===== src/hdl/feedback_delay_accumulator_defines.svh =====
// Assertion macros for the feedback delay accumulator.
// Each macro takes a label, the clock, the synchronous reset and the
// expression to check; the check is skipped while reset is high.
`ifndef FEEDBACK_DELAY_ACCUMULATOR_DEFINES_SVH
`define FEEDBACK_DELAY_ACCUMULATOR_DEFINES_SVH

`ifndef SYNTHESIS

`define FDA_ASSERT(label, clk, rst, prop) \
   label: assert property (@(posedge clk) disable iff (rst) prop) \
      else $error("fda: assertion failed");

`define FDA_ASSERT_NEVER(label, clk, rst, cond) \
   label: assert property (@(posedge clk) disable iff (rst) !(cond)) \
      else $error("fda: forbidden condition seen");

`else

`define FDA_ASSERT(label, clk, rst, prop)

`define FDA_ASSERT_NEVER(label, clk, rst, cond)

`endif

`endif


===== src/hdl/fda_pkg.sv =====
package fda_pkg;

   // slot store geometry
   localparam int DEPTH    = 1024;
   localparam int ADDR_W   = $clog2(DEPTH);
   localparam int LEN_W    = ADDR_W + 1;

   // field widths
   localparam int SAMPLE_W   = 16;
   localparam int SLOT_W     = 24;
   localparam int GAIN_W     = 16;
   localparam int OFF_W      = 10;
   localparam int CSR_DATA_W = 16;
   localparam int REQ_DATA_W = ((SAMPLE_W + OFF_W + 7) / 8) * 8;

   // Q1.15 gain arithmetic
   localparam int FRAC_W     = 15;
   localparam int PROD_W     = SLOT_W + GAIN_W;
   localparam int SCALED_W   = PROD_W - FRAC_W;
   localparam int WIDE_W     = SCALED_W + 1;
   localparam int ROUND_HALF = 1 << (FRAC_W - 1);

   // register reset values
   localparam int LEN_RESET  = 10;
   localparam int GAIN_RESET = 16384;

   // register indexes
   localparam logic CSR_DELAY_LENGTH  = 1'b0;
   localparam logic CSR_FEEDBACK_GAIN = 1'b1;

   // item kinds
   localparam logic MODE_PROCESS = 1'b0;
   localparam logic MODE_DRAIN   = 1'b1;

   // work queue between front and back
   localparam int QUEUE_DEPTH = 2;
   localparam int QPTR_W      = $clog2(QUEUE_DEPTH);
   localparam int QCNT_W      = $clog2(QUEUE_DEPTH + 1);

   typedef struct packed {
      logic                       mode;
      logic signed [SAMPLE_W-1:0] sample;
      logic [ADDR_W-1:0]          pos;
      logic [ADDR_W-1:0]          tgt;
   } fda_work_type;

   typedef struct packed {
      logic signed [GAIN_W-1:0] gain;
   } fda_cfg_type;

   typedef struct packed {
      logic clear_done;
   } fda_status_type;

endpackage


===== src/hdl/fda_front.sv =====
module fda_front (
   input  logic                            clock,
   input  logic                            reset,
   input  logic                            req_tvalid,
   output logic                            req_tready,
   input  logic [fda_pkg::REQ_DATA_W-1:0]  req_tdata,
   input  logic                            req_tuser,
   input  logic                            csr_we,
   input  logic                            csr_index,
   input  logic [fda_pkg::CSR_DATA_W-1:0]  csr_wdata,
   input  fda_pkg::fda_status_type         status,
   output fda_pkg::fda_cfg_type            cfg,
   output logic                            push_valid,
   input  logic                            push_ready,
   output fda_pkg::fda_work_type           push_data
);
   import fda_pkg::*;

   logic [LEN_W-1:0]         len_raw_ff, len_raw_in;
   logic signed [GAIN_W-1:0] gain_ff, gain_in;
   logic [ADDR_W-1:0]        pos_ff, pos_in;

   logic [LEN_W-1:0]  len;
   logic [ADDR_W-1:0] cur_pos;
   logic [LEN_W-1:0]  off;
   logic [LEN_W-1:0]  tgt_sum;
   logic [LEN_W-1:0]  tgt_wrap;
   logic [LEN_W-1:0]  pos_inc;
   logic              accept;

   always_comb begin
      len_raw_in = len_raw_ff;
      gain_in    = gain_ff;
      if (csr_we) begin
         unique case (csr_index)
            CSR_DELAY_LENGTH:  len_raw_in = csr_wdata[LEN_W-1:0];
            CSR_FEEDBACK_GAIN: gain_in    = csr_wdata[GAIN_W-1:0];
            default: ;
         endcase
      end
   end

   // zero acts as one slot, anything above the store size as the full store
   always_comb begin
      if (len_raw_ff == '0) begin
         len = LEN_W'(1);
      end else if (len_raw_ff > LEN_W'(DEPTH)) begin
         len = LEN_W'(DEPTH);
      end else begin
         len = len_raw_ff;
      end
   end

   always_comb begin
      cur_pos = (LEN_W'(pos_ff) >= len) ? '0 : pos_ff;
      off     = LEN_W'(req_tdata[SAMPLE_W +: OFF_W]);
      if (off >= len) begin
         off = len - LEN_W'(1);
      end
      tgt_sum  = LEN_W'(cur_pos) + off;
      tgt_wrap = (tgt_sum >= len) ? tgt_sum - len : tgt_sum;
      pos_inc  = LEN_W'(cur_pos) + LEN_W'(1);
   end

   assign req_tready = push_ready && status.clear_done;
   assign push_valid = req_tvalid && status.clear_done;
   assign accept     = req_tvalid && req_tready;

   assign push_data.mode   = req_tuser;
   assign push_data.sample = req_tdata[SAMPLE_W-1:0];
   assign push_data.pos    = cur_pos;
   assign push_data.tgt    = tgt_wrap[ADDR_W-1:0];

   always_comb begin
      pos_in = pos_ff;
      if (accept) begin
         pos_in = (pos_inc >= len) ? '0 : pos_inc[ADDR_W-1:0];
      end
   end

   assign cfg.gain = gain_ff;

   always_ff @(posedge clock) begin
      if (reset) begin
         len_raw_ff <= LEN_W'(LEN_RESET);
         gain_ff    <= GAIN_W'(GAIN_RESET);
         pos_ff     <= '0;
      end else begin
         len_raw_ff <= len_raw_in;
         gain_ff    <= gain_in;
         pos_ff     <= pos_in;
      end
   end

endmodule


===== config.mk =====
export PLATFORM = sky130hd
export DESIGN_NAME = fda_front
export DESIGN_NICKNAME = d
export VERILOG_FILES = /design/src/hdl/feedback_delay_accumulator_defines.svh /design/src/hdl/fda_pkg.sv /design/src/hdl/fda_front.sv
export SDC_FILE = /design/constraint.sdc
export NUM_CORES = 1
export LEC_CHECK = 0
export ABC_AREA = 1
export BUFFER_PORTS_ARGS = -buffer_cell sky130_fd_sc_hd__buf_2
export CORE_ASPECT_RATIO = 1.1
export CORE_MARGIN = 3
export CORE_UTILIZATION = 35
export DETAILED_ROUTE_END_ITERATION = 6
export PLACE_DENSITY_LB_ADDON = 0.08
export SYNTH_ARGS = -nofsm -noshare
export SYNTH_HDL_FRONTEND = slang
export SYNTH_SLANG_ARGS = --single-unit

===== constraint.sdc =====
create_clock -name clock -period 7.37 [get_ports clock]
set_input_delay 1.1055 -clock clock [delete_from_list [all_inputs] [get_ports clock]]
set_output_delay 1.1055 -clock clock [all_outputs]
set_load 0.1 [all_outputs]

Yosys cells after proc, flatten, opt, wreduce, memory -nomap -nowiden
Cells that the tools add are included.
Word-level totals
  ROM bits: 0
  bits in latches: 0
  output and inout bits: 55
  word-level logic and storage cells: 25
  memories: 0
  bits of input ports: 56
  bits in registers: 37
  bits in writable memories: 0
Cells by class
  reduce and logical (&&, ||, !) cells: 6
  divide/modulo/power cells: 0
  multiply operators: 0
  mux-type cells: 6
  order comparisons: 5
  shifts and indexed selects: 0
  add/sub/neg operators: 4
  bitwise logic cells: 1
  equal/unequal tests: 0
Operators with widths (number)
  11-bit two-way mux: 3
  10-bit two-way mux: 3
  10-bit by 11-bit >= comparator with 1-bit output: 2
  11-bit >= comparator: 2
  10-bit by 1-bit adder with 11-bit output, second input constant: 1
  10-bit by 11-bit adder with 11-bit output: 1
  11-bit greater-than comparator, second input constant: 1
  11-bit zero test: 1
  11-bit by 1-bit subtractor with 11-bit output, second input constant: 1
  10-bit subtractor: 1
  2-bit AND reduction: 2
  1-bit logical AND: 3
  1-bit inverter: 1

Longest topological paths before layout
  depth in word-level cells: 8
  depth in mapped cells: 36
  mapped depth without buffers: 35

Worst setup path after synthesis
OpenSTA, ideal clock, no wires.
  kind: register to output
  start: register len_raw_ff[3]
  end: output push_data[3] (netlist bit)
  cell stages (with the launch flop): 31
  setup slack: -1.392 ns
  buffers on the path: 2
  arrival: 7.657 ns
  required time: 6.265 ns
  cells stage by stage: dfxtp_1 -> nor2_1 -> nand3_1 -> o21bai_4 -> nand2_1 -> ha_1 -> nand2_1 -> inv_1 -> nand2_1 -> nand2_1 -> a21oi_2 -> nand3_2 -> buf_6 -> nor2_1 -> ha_1 -> ha_1 -> inv_1 -> nand2_1 -> nand3_1 -> nand2_1 -> xor2_1 -> ha_1 -> a21oi_1 -> o21ai_0 -> a21oi_1 -> o31ai_2 -> nand3_1 -> and3_1 -> clkbuf_1 -> inv_1 -> o21ai_0
RTL lines
  start: declaration: line fda_front.sv:19  | logic [LEN_W-1:0] len_raw_ff, len_raw_in;
  start signal: assignment: line fda_front.sv:85  | len_raw_ff <= LEN_W'(LEN_RESET);
  start signal: assignment: line fda_front.sv:89  | len_raw_ff <= len_raw_in;
  end: declaration: line fda_front.sv:15  | output fda_pkg::fda_work_type push_data

==> results.md <==
* Reg2Reg Depth at 28
* Post-synth EDFFs at 0
* Post-route DRC at 0
* P_leak at 2.58 nW
* Min-delay src: cfg[14]
* Drt first pass iters at 4
* Initial core utilization at 0.367
* Tot Pwr at 1.19 mW
* Startpoint Class: flip-flop
* R2R Setup Slk at 2.18 ns
* Slew HR at 0.515
* RR Startpoint: len_raw_ff[4]
* Root Buffer: clkbuf_16
* Hold Vio Cnt, Final at 0
* ANT cells at 0
* Slowest cell delay on critical path at 0.35 ns
* Number of global-route vias before repair at between 3000 and 4000
* H-tree levels at 2
* Detailed placement HPWL at 9660 um
* Finished Cell Area at 4800 um^2
* Worst EP arrival at between 5 and 6 ns
* Layout cells sized above 1 at 0.204
* Nets at around 790
* Max-cap viol count at 0
* Final setup viols at 0
* Ratio of final minimum period to clock period at 0.923
* Fin util at 0.430
* Area of the multi-input gates at 2870 um^2
* Hold-critical path endpoint: cfg[14]
* Syn Inst Count at ~620
* Die Area at 13000 um^2
* Crit path buf inv count at 4
* Main flop type after synthesis: dfxtp_1
* Worst-path fanout max at 8
* Status: finished clean
* I/O Buffers at 70
* Critical path required time at about 6.3 ns
* PD cells at 248 nW/um^2
* Fillers at about 1200
* Clock Skew at 0.00505 ns
* CTS tree: built
* Gr ovfl total at 0
* Count leader, synth: nand2_1
* Total track usage at 0.185
* Synth cell count leaders: nand2_1, inv_1, nor2_1, ha_1, o21ai_0
* R2r endpoint: pos_ff[0]
* Clock Pin Slew Worst Setup and Hold Paths at 0.06 ns
* Hold path cells at 2
* Clk sink count at 37
* #FFs+latches synth at 37
* Initial antenna violation count at 0
* Hold bufs inserted after CTS at 0
* Synth Net Count at 733
* WL/cell at roughly 14 um
* DRC violation total after the first TritonRoute iteration at 204
* FMAX at ~0.15 GHz
* IO Pins at 111
* Worst skew pair latency at 0.28 ns
* Tmin final at 6.80 ns
* Routability cong. at between 0.7 and 0.8
* Core ar. at 11200 um^2
* Synth area leader: dfxtp_1
* Area contributors post-synth: dfxtp_1, ha_1, nand2_1
* Slew @ Worst Pin at 0.723 ns
* Peak VDD IR at 214 uV
* Synthesized area at 4090 um^2
* Vias per Instance at 4.81
* Routed wire length at 11700 um
* FF+latch area at about 740 um^2
* Critical path's top delay family: simple AND/OR/NAND/NOR gates
* Register area share after synthesis at 0.181
* Syn Area/Cell at 6.57 um^2
* Clock buffer depth at 2
* Top cell type's share of synthesized area at 0.181
* Area grow syn2layout at 17.4%
* Slowest-stage cell, CP: ha_1
* Synth cell types at 48
* CTS buffer count at 5
* Async set or reset register ratio after synthesis at 0
* Worst min-delay path class: flip-flop to flip-flop
* Post-DP Area at 4590 um^2
* Via count at 3985
* Setup CP Type: flip-flop to output pin
* Die Ht at about 120 um
* First-pass GRT wire length at 18900 um
* Final ANT Viol Nets at 0
* Std cell rows at 40
* Max-slew violation count at 0
* CP Capture Type: output pin
* Most used cell, CP: nand2_1
* Synth warn at 0
* Die Wd at 109 um
* Largest net degree at the start of global routing at 28
## where the power goes
| part | total, mW | internal (mW) | switching (mW) |
|---|---|---|---|
| Combinational | 0.771 | 0.230 | 0.541 |
| Clock | 0.205 | 0.124 | 0.0812 |
| Sequential | 0.217 | 0.210 | 0.00680 |
## what timing repair did
item,in CTS,in global routing
endpoints found under the setup margin,0,10
gates resized for setup,0,18
buffers inserted,0,2
## metrics by stage
stage	setup slack [ns]	hold WS, ns	setup TNS [ns]	std cells
after global placement	0.535	0.450	0	819
after CTS	0.123	0.473	0	826
after global routing	-0.00570	0.492	-0.0100	828
after detailed placement	0.438	0.455	0	819
final	0.570	0.476	0	828
after floorplan	-0.142	0.452	-0.350	623
## cells in the final DEF, fill, tap and decap left out, types with 2 or more instances in the layout
cell type  count
xnor2_1        4
o21ai_0       38
o21ai_1        6
nor2_2         5
clkbuf_16      5
xor2_1        15
nor2_8         2
a21oi_2        4
nand3_2        4
nor3_2         3
ha_1          53
o31ai_2        2
nand4_1        8
nand2_1      137
a21oi_1       31
a211oi_1       2
buf_4         14
nand3_1       30
nor2_1        76
o21bai_1       4
nand2_4        4
nor2_4         4
and2_1         3
buf_12         7
nor3_1         6
nand2_2       11
buf_2         60
inv_2          4
dfxtp_1       37
nand3b_1       4
inv_1         77
## worst register-to-register path: cells and delay by family, from the launching register on
| family | cells | cell delay, ns |
|---|---|---|
| flip-flops | 1 | 0.34 |
| buffers and inverters | 3 | 0.36 |
| AO/OA/AOI/OAI | 6 | 1.08 |
| adder cells (fa/ha/maj) | 3 | 0.91 |
| AND/OR/NAND/NOR | 16 | 2.44 |
## registers in the layout (all words and copies together), names as in the netlist
| signal | cells |
|---|---|
| cfg | 16 |
| pos_ff | 10 |
| len_raw_ff | 11 |
## cell type report
cell class | count | share of cell area
multi-input cells | 473 | 0.598
flip-flops and latches | 37 | 0.154
repair buffers | 82 | 0.116
inverters | 82 | 0.0646
well taps | 147 | 0.0383
clock buffers | 6 | 0.0268
clock inverters | 1 | 0.00182
## kinds of logic (layout without fill, tap and decap cells)
logic type / count (synthesis) / after routing / share of synthesized area
compound gates: 95 / 95 / 0.136
xor+xnor: 20 / 20 / 0.0446
fa+ha+maj: 54 / 54 / 0.167
buf+inv: 113 / 171 / 0.126
flops: 37 / 37 / 0.181
simple gates: 304 / 304 / 0.346
## worst max path at each step
stage | from | to | depth (start not counted)
after detailed placement | len_raw_ff[3] | push_data[8] | 29
after global routing | len_raw_ff[4] | push_data[8] | 31
after global placement | req_tdata[22] | push_data[8] | 27
after floorplan | len_raw_ff[3] | push_data[0] | 26
after CTS | len_raw_ff[3] | push_data[8] | 29
final | len_raw_ff[4] | push_data[8] | 31
## routing by layer
| metal | share of wire | wire [um] | GRT usage | up-vias |
|---|---|---|---|---|
| met2 | 0.49 | 5730 | 0.320 | 75 |
| met3 | 0.038 | 450 | 0.0206 | 6 |
| li1 | - | - | - | 2120 |
| met4 | 0.0080 | 94 | 0.0395 | 0 |
| met5 | 0 | 0 | 0 | - |
| met1 | 0.47 | 5470 | 0.245 | 1784 |
(Power assumes the default switching activity.)
