`src/hdl/feedback_delay_accumulator_defines.svh`:
```
// Assertion macros for the feedback delay accumulator.
// Each macro takes a label, the clock, the synchronous reset and the
// expression to check; the check is skipped while reset is high.
`ifndef FEEDBACK_DELAY_ACCUMULATOR_DEFINES_SVH
`define FEEDBACK_DELAY_ACCUMULATOR_DEFINES_SVH

`ifndef SYNTHESIS

`define FDA_ASSERT(label, clk, rst, prop) \
   label: assert property (@(posedge clk) disable iff (rst) prop) \
      else $error("fda: assertion failed");

`define FDA_ASSERT_NEVER(label, clk, rst, cond) \
   label: assert property (@(posedge clk) disable iff (rst) !(cond)) \
      else $error("fda: forbidden condition seen");

`else

`define FDA_ASSERT(label, clk, rst, prop)

`define FDA_ASSERT_NEVER(label, clk, rst, cond)

`endif

`endif

```
`src/hdl/fda_pkg.sv`:
```
package fda_pkg;

   // slot store geometry
   localparam int DEPTH    = 1024;
   localparam int ADDR_W   = $clog2(DEPTH);
   localparam int LEN_W    = ADDR_W + 1;

   // field widths
   localparam int SAMPLE_W   = 16;
   localparam int SLOT_W     = 24;
   localparam int GAIN_W     = 16;
   localparam int OFF_W      = 10;
   localparam int CSR_DATA_W = 16;
   localparam int REQ_DATA_W = ((SAMPLE_W + OFF_W + 7) / 8) * 8;

   // Q1.15 gain arithmetic
   localparam int FRAC_W     = 15;
   localparam int PROD_W     = SLOT_W + GAIN_W;
   localparam int SCALED_W   = PROD_W - FRAC_W;
   localparam int WIDE_W     = SCALED_W + 1;
   localparam int ROUND_HALF = 1 << (FRAC_W - 1);

   // register reset values
   localparam int LEN_RESET  = 10;
   localparam int GAIN_RESET = 16384;

   // register indexes
   localparam logic CSR_DELAY_LENGTH  = 1'b0;
   localparam logic CSR_FEEDBACK_GAIN = 1'b1;

   // item kinds
   localparam logic MODE_PROCESS = 1'b0;
   localparam logic MODE_DRAIN   = 1'b1;

   // work queue between front and back
   localparam int QUEUE_DEPTH = 2;
   localparam int QPTR_W      = $clog2(QUEUE_DEPTH);
   localparam int QCNT_W      = $clog2(QUEUE_DEPTH + 1);

   typedef struct packed {
      logic                       mode;
      logic signed [SAMPLE_W-1:0] sample;
      logic [ADDR_W-1:0]          pos;
      logic [ADDR_W-1:0]          tgt;
   } fda_work_type;

   typedef struct packed {
      logic signed [GAIN_W-1:0] gain;
   } fda_cfg_type;

   typedef struct packed {
      logic clear_done;
   } fda_status_type;

endpackage

```
`src/hdl/fda_queue.sv`:
```
module fda_queue (
   input  logic                  clock,
   input  logic                  reset,
   input  logic                  push_valid,
   output logic                  push_ready,
   input  fda_pkg::fda_work_type push_data,
   output logic                  pop_valid,
   input  logic                  pop_ready,
   output fda_pkg::fda_work_type pop_data
);
   import fda_pkg::*;

   fda_work_type      entry_ff [QUEUE_DEPTH];
   logic [QPTR_W-1:0] wr_ptr_ff, wr_ptr_in;
   logic [QPTR_W-1:0] rd_ptr_ff, rd_ptr_in;
   logic [QCNT_W-1:0] count_ff, count_in;
   logic              push;
   logic              pop;

   assign push_ready = count_ff != QCNT_W'(QUEUE_DEPTH);
   assign pop_valid  = count_ff != '0;
   assign pop_data   = entry_ff[rd_ptr_ff];
   assign push       = push_valid && push_ready;
   assign pop        = pop_valid && pop_ready;

   always_comb begin
      wr_ptr_in = wr_ptr_ff;
      rd_ptr_in = rd_ptr_ff;
      count_in  = count_ff;
      if (push) begin
         wr_ptr_in = (wr_ptr_ff == QPTR_W'(QUEUE_DEPTH - 1)) ? '0 : wr_ptr_ff + QPTR_W'(1);
      end
      if (pop) begin
         rd_ptr_in = (rd_ptr_ff == QPTR_W'(QUEUE_DEPTH - 1)) ? '0 : rd_ptr_ff + QPTR_W'(1);
      end
      if (push && !pop) begin
         count_in = count_ff + QCNT_W'(1);
      end else if (pop && !push) begin
         count_in = count_ff - QCNT_W'(1);
      end
   end

   always_ff @(posedge clock) begin
      if (push) begin
         entry_ff[wr_ptr_ff] <= push_data;
      end
   end

   always_ff @(posedge clock) begin
      if (reset) begin
         wr_ptr_ff <= '0;
         rd_ptr_ff <= '0;
         count_ff  <= '0;
      end else begin
         wr_ptr_ff <= wr_ptr_in;
         rd_ptr_ff <= rd_ptr_in;
         count_ff  <= count_in;
      end
   end

endmodule

```
`config.mk`:
```
export PLATFORM = sky130hd
export DESIGN_NAME = fda_queue
export DESIGN_NICKNAME = d
export VERILOG_FILES = /design/src/hdl/feedback_delay_accumulator_defines.svh /design/src/hdl/fda_pkg.sv /design/src/hdl/fda_queue.sv
export SDC_FILE = /design/constraint.sdc
export NUM_CORES = 1
export LEC_CHECK = 0
export ABC_AREA = 1
export BUFFER_PORTS_ARGS = -buffer_cell sky130_fd_sc_hd__clkbuf_2
export CORE_MARGIN = 3
export CORE_UTILIZATION = 47
export CTS_CLUSTER_DIAMETER = 80
export DETAILED_ROUTE_END_ITERATION = 8
export PLACE_DENSITY = 0.74
export SYNTH_ARGS = -nofsm -noshare
export SYNTH_HDL_FRONTEND = slang
export SYNTH_SLANG_ARGS = --single-unit
export TNS_END_PERCENT = 10
```
`constraint.sdc`:
```
create_clock -name clock -period 2.45 [get_ports clock]
set_clock_uncertainty 0.15 [all_clocks]
set_input_delay 0.3675 -clock clock [delete_from_list [all_inputs] [get_ports clock]]
set_output_delay 0.3675 -clock clock [all_outputs]
set_load 0.02 [all_outputs]
```
Word-level counts from Yosys, hierarchy flattened

Memories as Yosys holds them, arrays and structs flattened. A register that Yosys moved wholly into a read port is not among the register bits.
Cells that the tools add are included.

Logic and storage cells: 25
Memories kept: 1
Flip-flop bits (word level): 4
Bits in writable memories: 74
Output and inout bits: 39
Bits of input ports: 41

Add/subtract/negate cells: 4
Mux-type cells: 8
Reductions and logical operators: 8
Equal/unequal tests: 1

Memories:

| name     | words | bits a word | rd ports | clocked after memory_dff | write ports | line            | RTL |
|---|---|---|---|---|---|---|---|
| entry_ff | 2     | 37          | 1        | 1                        | 1           | fda_queue.sv:13 | `fda_work_type entry_ff [QUEUE_DEPTH];` |

Operator list:

| kind                  | number |
|---|---|
| $mux W1               | 6 |
| $logic_and A1 B1 Y1   | 4 |
| $mux W2               | 2 |
| $reduce_bool A2 Y1    | 2 |
| $add A1 B1 Y1 const B | 2 |
| $add A2 B1 Y2 const B | 1 |
| $logic_not A1 Y1      | 2 |
| $ne A2 B2 Y1 const B  | 1 |
| $sub A2 B1 Y2 const B | 1 |

Longest topological paths before layout

Gate-level depths: netlist (run 1).

Depth in word-level cells: 6
Gate-level depth with buffers: 11
Gate-level depth less buffers: 11

Worst setup path after synthesis (run 1)

Ideal clock, no wire load.

Path kind: register to register
Start point: register count_ff[0]
End point: memory entry_ff[0][0] (netlist name), enable pin
Data arrival time: 2.262 ns
Period minus slack after synthesis: 2.843 ns
Slack: -0.393 ns
Stages on the path, launching flop included: 5
Data required time: 1.869 ns
Library setup time: 0.431 ns
Buffers on the path: 0
Cell sequence: dfxtp_1 > inv_1 > nand2_1 > nand2_1 > nor2_1

Word-level cells in the longest chain between the ends: 4

Ends and longest elaborated chain:

| element                       | line            | RTL |
|---|---|---|
| from (decl)                   | fda_queue.sv:16 | `logic [QCNT_W-1:0] count_ff, count_in;` |
| from (signal assigned)        | fda_queue.sv:57 | `count_ff <= count_in;` |
| $ne A2 B2 Y1                  | fda_queue.sv:20 | `assign push_ready = count_ff != QCNT_W'(QUEUE_DEPTH);` |
| named net push_ready          | fda_queue.sv:5  | `output logic push_ready,` |
| $logic_and A1 B1 Y1           | fda_queue.sv:23 | `assign push = push_valid && push_ready;` |
| $mux W1                       | fda_queue.sv:44 | `if (push) begin` |
| $mux W1 (implied by the code) | fda_queue.sv:45 | `entry_ff[wr_ptr_ff] <= push_data;` |
| to (decl)                     | fda_queue.sv:13 |  |

The timed path passes the listed nets, and every way through them passes these cells.

==> reports/results.md, run 1 <==
| Parameter | Reported | Unit |
| --- | --- | --- |
| Remaining number of nets flagged by the antenna check after routing | 0 | - |
| Final WL | 4.896 | mm |
| Layout filler cell count | 457 | - |
| Register area | 0.002323 | mm^2 |
| Worst hold path startpoint | push_data[17] | - |
| Critical path capture point type | output pin | - |
| CTS tree | done | - |
| Net load switching power | 0.001114 | W |
| Critical path arrival | 1.57 | ns |
| Worst slew slack as a fraction of its limit | 67.33 | % |
| Starting DRT DRC Count | 63 | - |
| Post-route worst setup slack | 0.3576 | ns |
| Maximum operating frequency | 0.4779 | GHz |
| Final hold violation count | 0 | - |
| Pin slew with the least headroom to its limit | 0.4901 | ns |
| Final layout net count | 284 | - |
| Setup Crit Path Kind | reg2out | - |
| Horizontal die dimension | 86.71 | um |
| Register area share after synthesis | 75.85 | % |
| CTS HTree Levels | 3 | - |
| First-pass GRT wire length | 7.672 | mm |
| Port-buffer cells | 79 | - |
| Total clock buffers created by CTS | 9 | - |
| Overall power after layout | 0.003957 | W |
| Full die area | 0.007519 | mm^2 |
| Switching part of the total | 28.14 | % |
| Number of antenna cells inserted | 0 | - |
| Initial Util | 50.23 | % |
| Final cycle utilization of the critical path | 85.40 | % |
| Cell taking the most area after synthesis | sky130_fd_sc_hd__edfxtp_1 | - |
| Largest fanout on the critical path | 25 | - |
| Ratio of routed vias to standard cells | 4.776 | - |
| Final critical delay including setup and external delays | 2.092 | ns |
| P per Cell Area | 1055 | mW/mm^2 |
| Type of origin of the critical path | register | - |
| Proportion of layout cells with a drive suffix above 1 | 54.88 | % |
| Initial antenna violation count | 0 | - |
| Post_cts resized | 0 | - |
| Static Leakage | 1.526 | nW |
| Global placement routability congestion | 0.6974 | - |
| Reg-to-reg startpoint | count_ff[0] | - |
| Main combinational cell family by area after synthesis | multiplexers | - |
| Die height | 86.71 | um |
| First-pass DRT Iterations | 4 | - |
| Netlist area before placement | 0.003062 | mm^2 |
| Final slew viol count | 0 | - |
| Flop and latch count out of synthesis | 79 | - |
| Data required time at the worst endpoint | 1.93 | ns |
| Internal power contribution | 0.002843 | W |
| Number of vias after detailed routing | 1533 | - |
| Pin count of the biggest net entering global routing | 38 | - |
| Number of setup buffers added after CTS | 0 | - |
| Overflow after GRT | 0 | - |
| Cells after Synth | 152 | - |
| Maximum count of clock buffers along a single path | 2 | - |
| Unrepaired setup endpoints after global routing | no | - |
| Proportion of power drawn by combinational gates | 28.3 | % |
| Syn Nets | 194 | - |
| Ranking of synthesized cells by area | sky130_fd_sc_hd__edfxtp_1 73%, sky130_fd_sc_hd__mux2_4 15%, sky130_fd_sc_hd__dfxtp_1 3.3% | - |
| HP Class | in2reg | - |
| Count of synthesis-stage warnings from yosys | 0 | - |
| Final setup violating endpoints | 0 | - |
| Per-instance average area after synthesis | 20.14 | um^2 |
| Count of boundary I/O pins | 80 | - |
| Max-cap violation count | 0 | - |
| Worst IR drop on VDD | 770.2 | uV |
| Number of cells after detailed placement | 306 | - |
| Netlist cell types | 14 | - |
| Clock tree root buffer cell | sky130_fd_sc_hd__clkbuf_8 | - |
| Num rows | 28 | - |
| Pre-CTS setup slack | 0.6796 | ns |
| Core Area | 0.006096 | mm^2 |
| Drt drc | 0 | - |
| Flop pwr share | 44.6 | % |
| Worst-Skew Late Latency | 0.32 | ns |
| Xor/xnor cell area share of the yosys netlist | 0 | % |
| Post-detailed-route wirelength per cell | 15.25 | um |
| Run status | complete, no violations | - |
| Synthesis-to-layout area growth | 22.52 | % |
| Post-synthesis simple-gate area fraction | 2.493 | % |
| Compound-cell area share of the yosys netlist | 0.6539 | % |
| Utilization after layout | 61.54 | % |
| Number of global-route vias before repair | 1617 | - |
| Number of buffers inserted by hold repair at cts | 0 | - |
| Number of clock sinks | 79 | - |
| Total area of multi-input combinational cells | 653.1 | um^2 |
| All-layer global routing usage | 13.87 | % |
| Reg clk slew, reported paths | 0.08 | ns |
| Part of the power in the clock network | 27.1 | % |
| Adder-Cell Fraction of Synth Area | 0.4087 | % |
| Detail Placement HPWL | 3.438 | mm |
| Area share of the leading cell type in the synthesized netlist | 72.58 | % |
| Proportion of synthesized area in mux cells | 17.29 | % |
| Count of non-filler cells in the finished layout | 321 | - |
==> flip-flops by register name, indices dropped and copies added, names as in the netlist, named ones only <==
name	count
count_ff	2
entry_ff	74
rd_ptr_ff	1
wr_ptr_ff	1
==> cells in the mapped netlist <==
library cell               count
sky130_fd_sc_hd__edfxtp_1     74
sky130_fd_sc_hd__mux2_4       30
sky130_fd_sc_hd__nand2_1       9
sky130_fd_sc_hd__inv_1         8
sky130_fd_sc_hd__mux2_2        7
sky130_fd_sc_hd__nor2_1        7
sky130_fd_sc_hd__dfxtp_1       5
sky130_fd_sc_hd__buf_12        3
sky130_fd_sc_hd__a21oi_1       2
sky130_fd_sc_hd__nand3_1       2
sky130_fd_sc_hd__o21ai_0       2
sky130_fd_sc_hd__buf_6         1
sky130_fd_sc_hd__ha_1          1
sky130_fd_sc_hd__nand4_1       1
==> layout by cell type, fill, tap and decap left out <==
master                      netlist  routed
sky130_fd_sc_hd__clkbuf_2         0      79
sky130_fd_sc_hd__edfxtp_1        74      74
sky130_fd_sc_hd__mux2_4          30      30
sky130_fd_sc_hd__nand2_1          9       9
sky130_fd_sc_hd__clkbuf_8         0       9
sky130_fd_sc_hd__inv_1            8       8
sky130_fd_sc_hd__mux2_2           7       7
sky130_fd_sc_hd__nor2_1           7       5
sky130_fd_sc_hd__dfxtp_1          5       4
sky130_fd_sc_hd__buf_4            0       4
sky130_fd_sc_hd__bufinv_16        0       3
sky130_fd_sc_hd__nor2_4           0       2
sky130_fd_sc_hd__o21ai_0          2       2
sky130_fd_sc_hd__a21oi_1          2       2
sky130_fd_sc_hd__nand3_1          2       2
sky130_fd_sc_hd__clkinv_1         0       2
sky130_fd_sc_hd__nand4_1          1       1
sky130_fd_sc_hd__ha_1             1       1
sky130_fd_sc_hd__dfxtp_2          0       1
sky130_fd_sc_hd__clkbuf_1         0       1
==> worst max-delay path, stage by stage, from the launching register on <==
cell                       delay [ns]
sky130_fd_sc_hd__dfxtp_2         0.32
sky130_fd_sc_hd__buf_4           0.37
sky130_fd_sc_hd__mux2_2          0.39
sky130_fd_sc_hd__clkbuf_2        0.16
==> routing by layer <==
layer	GRT usage [%]	share of wire (%)	wire length, um
met1	15.99	40	1936
met2	23.64	53	2605
met3	3.992	5.9	288
met4	6.799	1.3	65
met5	0	0	0
==> final timing paths <==
check | slack [ns] | cells after the start | to
hold reg to reg | 0.38 | 2 | register
setup / recovery | 0.36 | 3 | pop_data[16]
setup reg to reg | 0.74 | 5 | entry_ff[1][5]
hold / removal | 0.08 | 1 | entry_ff[0][17]
==> cell type report <==
| type | count | share of cell area [%] |
|---|---|---|
| clock buffer | 10 | 3.402 |
| timing repair buffer | 83 | 11.34 |
| inverter | 8 | 0.8005 |
| sequential | 79 | 61.94 |
| tap | 75 | 2.502 |
| clock inverter | 5 | 2.602 |
| multi-input combinational | 61 | 17.41 |
==> power by group through the flow <==
stage          combinational (W)  sequential, W  clock, W
3_5_place_dp             0.00114        0.00180         0
2_1_floorplan           0.000873        0.00178         0
5_1_grt                  0.00121        0.00178   0.00117
3_3_place_gp             0.00113        0.00178         0
6_report                 0.00112        0.00177   0.00107
4_1_cts                  0.00114        0.00177   0.00110
==> cell families (layout without fill, tap and decap cells) <==
| group | count (synthesis) | after routing |
|---|---|---|
| flip-flops | 79 | 79 |
| multiplexers | 37 | 37 |
| AND/OR/NAND/NOR | 19 | 19 |
| buffers and inverters | 12 | 106 |
| AO/OA/AOI/OAI | 4 | 4 |
| adder cells (fa/ha/maj) | 1 | 1 |
==> per-stage QoR <==
step                area [um^2]  TNS [ns]  hold slack, ns
floorplan                  3062    -29.07          0.3145
global placement           3526         0          0.3285
detailed placement         3526         0          0.3686
CTS                        3751         0         0.05780
global route               3751         0         0.05725
finish                     3751         0         0.07595
(Power assumes the default switching activity.)
==> run 2: changes to the inputs <==
--- a/config.mk
+++ b/config.mk
@@ -7,9 +7,9 @@
 export LEC_CHECK = 0
 export ABC_AREA = 1
 export BUFFER_PORTS_ARGS = -buffer_cell sky130_fd_sc_hd__clkbuf_2
-export CORE_MARGIN = 3
 export CORE_UTILIZATION = 47
 export CTS_CLUSTER_DIAMETER = 80
+export CTS_CLUSTER_SIZE = 40
 export DETAILED_ROUTE_END_ITERATION = 8
 export PLACE_DENSITY = 0.74
 export SYNTH_ARGS = -nofsm -noshare
==> reports/results.md, run 2 (synthesized netlist as in run 1, its figures left out) <==
| Parameter | Reported | Unit |
| --- | --- | --- |
| Initial antenna violation count | 0 | - |
| Cell area after placement | 0.003533 | mm^2 |
| Reg-to-reg startpoint | count_ff[0] | - |
| All-layer global routing usage | 14.06 | % |
| Part of the power in the clock network | 21.2 | % |
| Unrepaired setup endpoints after global routing | no | - |
| Number of antenna cells inserted | 0 | - |
| Flop pwr share | 48.2 | % |
| Count of boundary I/O pins | 80 | - |
| First-pass GRT wire length | 6.568 | mm |
| Type of origin of the critical path | register | - |
| Worst slew slack as a fraction of its limit | 67.44 | % |
| Final WL | 4.533 | mm |
| Count of non-filler cells in the finished layout | 323 | - |
| Final layout net count | 283 | - |
| Setup Crit Path Kind | reg2out | - |
| Overflow after GRT | 0 | - |
| Setup TNS | 0 | ns |
| Switching part of the total | 30.54 | % |
| Highest-count cells in the layout ignoring fill and taps | 79 x sky130_fd_sc_hd__clkbuf_2, 74 x sky130_fd_sc_hd__edfxtp_1, 30 x sky130_fd_sc_hd__mux2_4, 9 x sky130_fd_sc_hd__nand2_1, 9 x sky130_fd_sc_hd__clkbuf_8 | - |
| Layer carrying the most global-route usage | met2 | - |
| Internal power contribution | 0.002546 | W |
| Detail Placement HPWL | 3.133 | mm |
| Most common cell after layout, fill and taps aside | sky130_fd_sc_hd__clkbuf_2 | - |
| Clock tree root buffer cell | sky130_fd_sc_hd__clkbuf_8 | - |
| Core Area | 0.006314 | mm^2 |
| Met1 Track Usage GR | 15.38 | % |
| Number of cells after detailed placement | 307 | - |
| Proportion of power drawn by combinational gates | 30.6 | % |
| Maximum operating frequency | 0.5007 | GHz |
| Total clock buffers created by CTS | 9 | - |
| Proportion of layout cells with a drive suffix above 1 | 55.69 | % |
| Number of buffers inserted by hold repair at cts | 0 | - |
| Full die area | 0.006841 | mm^2 |
| Number of global-route vias before repair | 1383 | - |
| Initial Util | 48.49 | % |
| Pin count of the biggest net entering global routing | 38 | - |
| CTS HTree Levels | 3 | - |
| Worst hold path startpoint | push_data[9] | - |
| Remaining number of nets flagged by the antenna check after routing | 0 | - |
| Pin slew with the least headroom to its limit | 0.4885 | ns |
| Worst IR drop on VDD | 764.0 | uV |
| Largest Register | entry_ff | - |
| Final hold violation count | 0 | - |
| First-pass DRT Iterations | 4 | - |
| GRT met3 Usage | 4.945 | % |
| P per Cell Area | 991.1 | mW/mm^2 |
| Number of vias after detailed routing | 1523 | - |
| Ratio of routed vias to standard cells | 4.715 | - |
| Registers with the most flip-flops | entry_ff (74), count_ff (2) | - |
| Largest fanout on the critical path | 37 | - |
| Static Leakage | 1.490 | nW |
| Final cycle utilization of the critical path | 81.52 | % |
| Max reg flops | 74 | - |
| Post-detailed-route wirelength per cell | 14.03 | um |
| Die height | 82.71 | um |
| HP Class | in2reg | - |
| Worst-Skew Late Latency | 0.33 | ns |
| Drt drc | 0 | - |
| Maximum count of clock buffers along a single path | 2 | - |
| Net load switching power | 0.001119 | W |
| Critical path arrival | 1.48 | ns |
| Starting DRT DRC Count | 83 | - |
| Utilization after layout | 58.58 | % |
| Final setup violating endpoints | 0 | - |
| Max-cap violation count | 0 | - |
| Global placement routability congestion | 0.6924 | - |
| Met2 track demand over resource in global routing | 24.75 | % |
| Final slew viol count | 0 | - |
| Run status | complete, no violations | - |
| Num rows | 29 | - |
| Port-buffer cells | 79 | - |
| Final instance area | 0.003699 | mm^2 |
| Critical path capture point type | output pin | - |
| CTS tree | done | - |
| Horizontal die dimension | 82.71 | um |
| Final critical delay including setup and external delays | 1.997 | ns |
| Reg clk slew, reported paths | 0.08 | ns |
| Number of clock sinks | 79 | - |
| Data required time at the worst endpoint | 1.93 | ns |
| Number of setup buffers added after CTS | 0 | - |
| Synthesis-to-layout area growth | 20.80 | % |
| Post_cts resized | 0 | - |
## run 2: cell count changes in the layout (fill, tap and decap cells not counted), sizes merged
cell / before / now
bufinv: 3 / 0
clkinvlp: 0 / 3
buf: 4 / 3
clkinv: 2 / 3
## run 2: metal layers
metal	routed length [um]	part of all wire, %	vias to the layer above
met5	0	0	-
met4	32	0.71	0
met3	196	4.3	2
met2	2514	55	39
met1	1789	39	736
li1	-	-	746
## run 2: critical path, cell delays in order (launching register included)
cell                       delay [ns]
sky130_fd_sc_hd__dfxtp_2         0.34
sky130_fd_sc_hd__buf_12          0.25
sky130_fd_sc_hd__mux2_2          0.37
sky130_fd_sc_hd__clkbuf_2        0.16
## run 2: power groups by stage
stage	Combinational, W	Sequential, W	Clock, W
CTS	0.00114	0.00177	0.000810
global placement	0.00112	0.00179	0
detailed placement	0.00114	0.00180	0
floorplan	0.000873	0.00178	0
global route	0.00122	0.00178	0.000856
finish	0.00112	0.00177	0.000778
## run 2: through the flow
| stage | total power (W) | hold WS (ns) | worst slack [ns] |
|---|---|---|---|
| floorplan | 0.002657 | 0.3145 | -0.3928 |
| global placement | 0.002909 | 0.3316 | 0.7820 |
| detailed placement | 0.002936 | 0.3506 | 0.7574 |
| CTS | 0.003719 | 0.05081 | 0.4311 |
| global route | 0.003859 | 0.04505 | 0.3983 |
| finish | 0.003666 | 0.07099 | 0.4527 |
## run 2: cell type report
class	count	area, um^2
well taps	77	96.34
repair buffers	82	430.4
clock buffers	10	127.6
inverters	8	30.03
clock inverters	6	37.54
multi-input cells	61	653.1
fillers	501	2615
flip-flops and latches	79	2323
## run 2: worst paths after layout
check             cells past startpoint              end  slack (ns)
setup / recovery                      3     pop_data[17]        0.45
hold reg to reg                       2        rd_ptr_ff        0.38
setup reg to reg                      5  entry_ff[1][36]        0.74
hold / removal                        1   entry_ff[1][9]        0.07
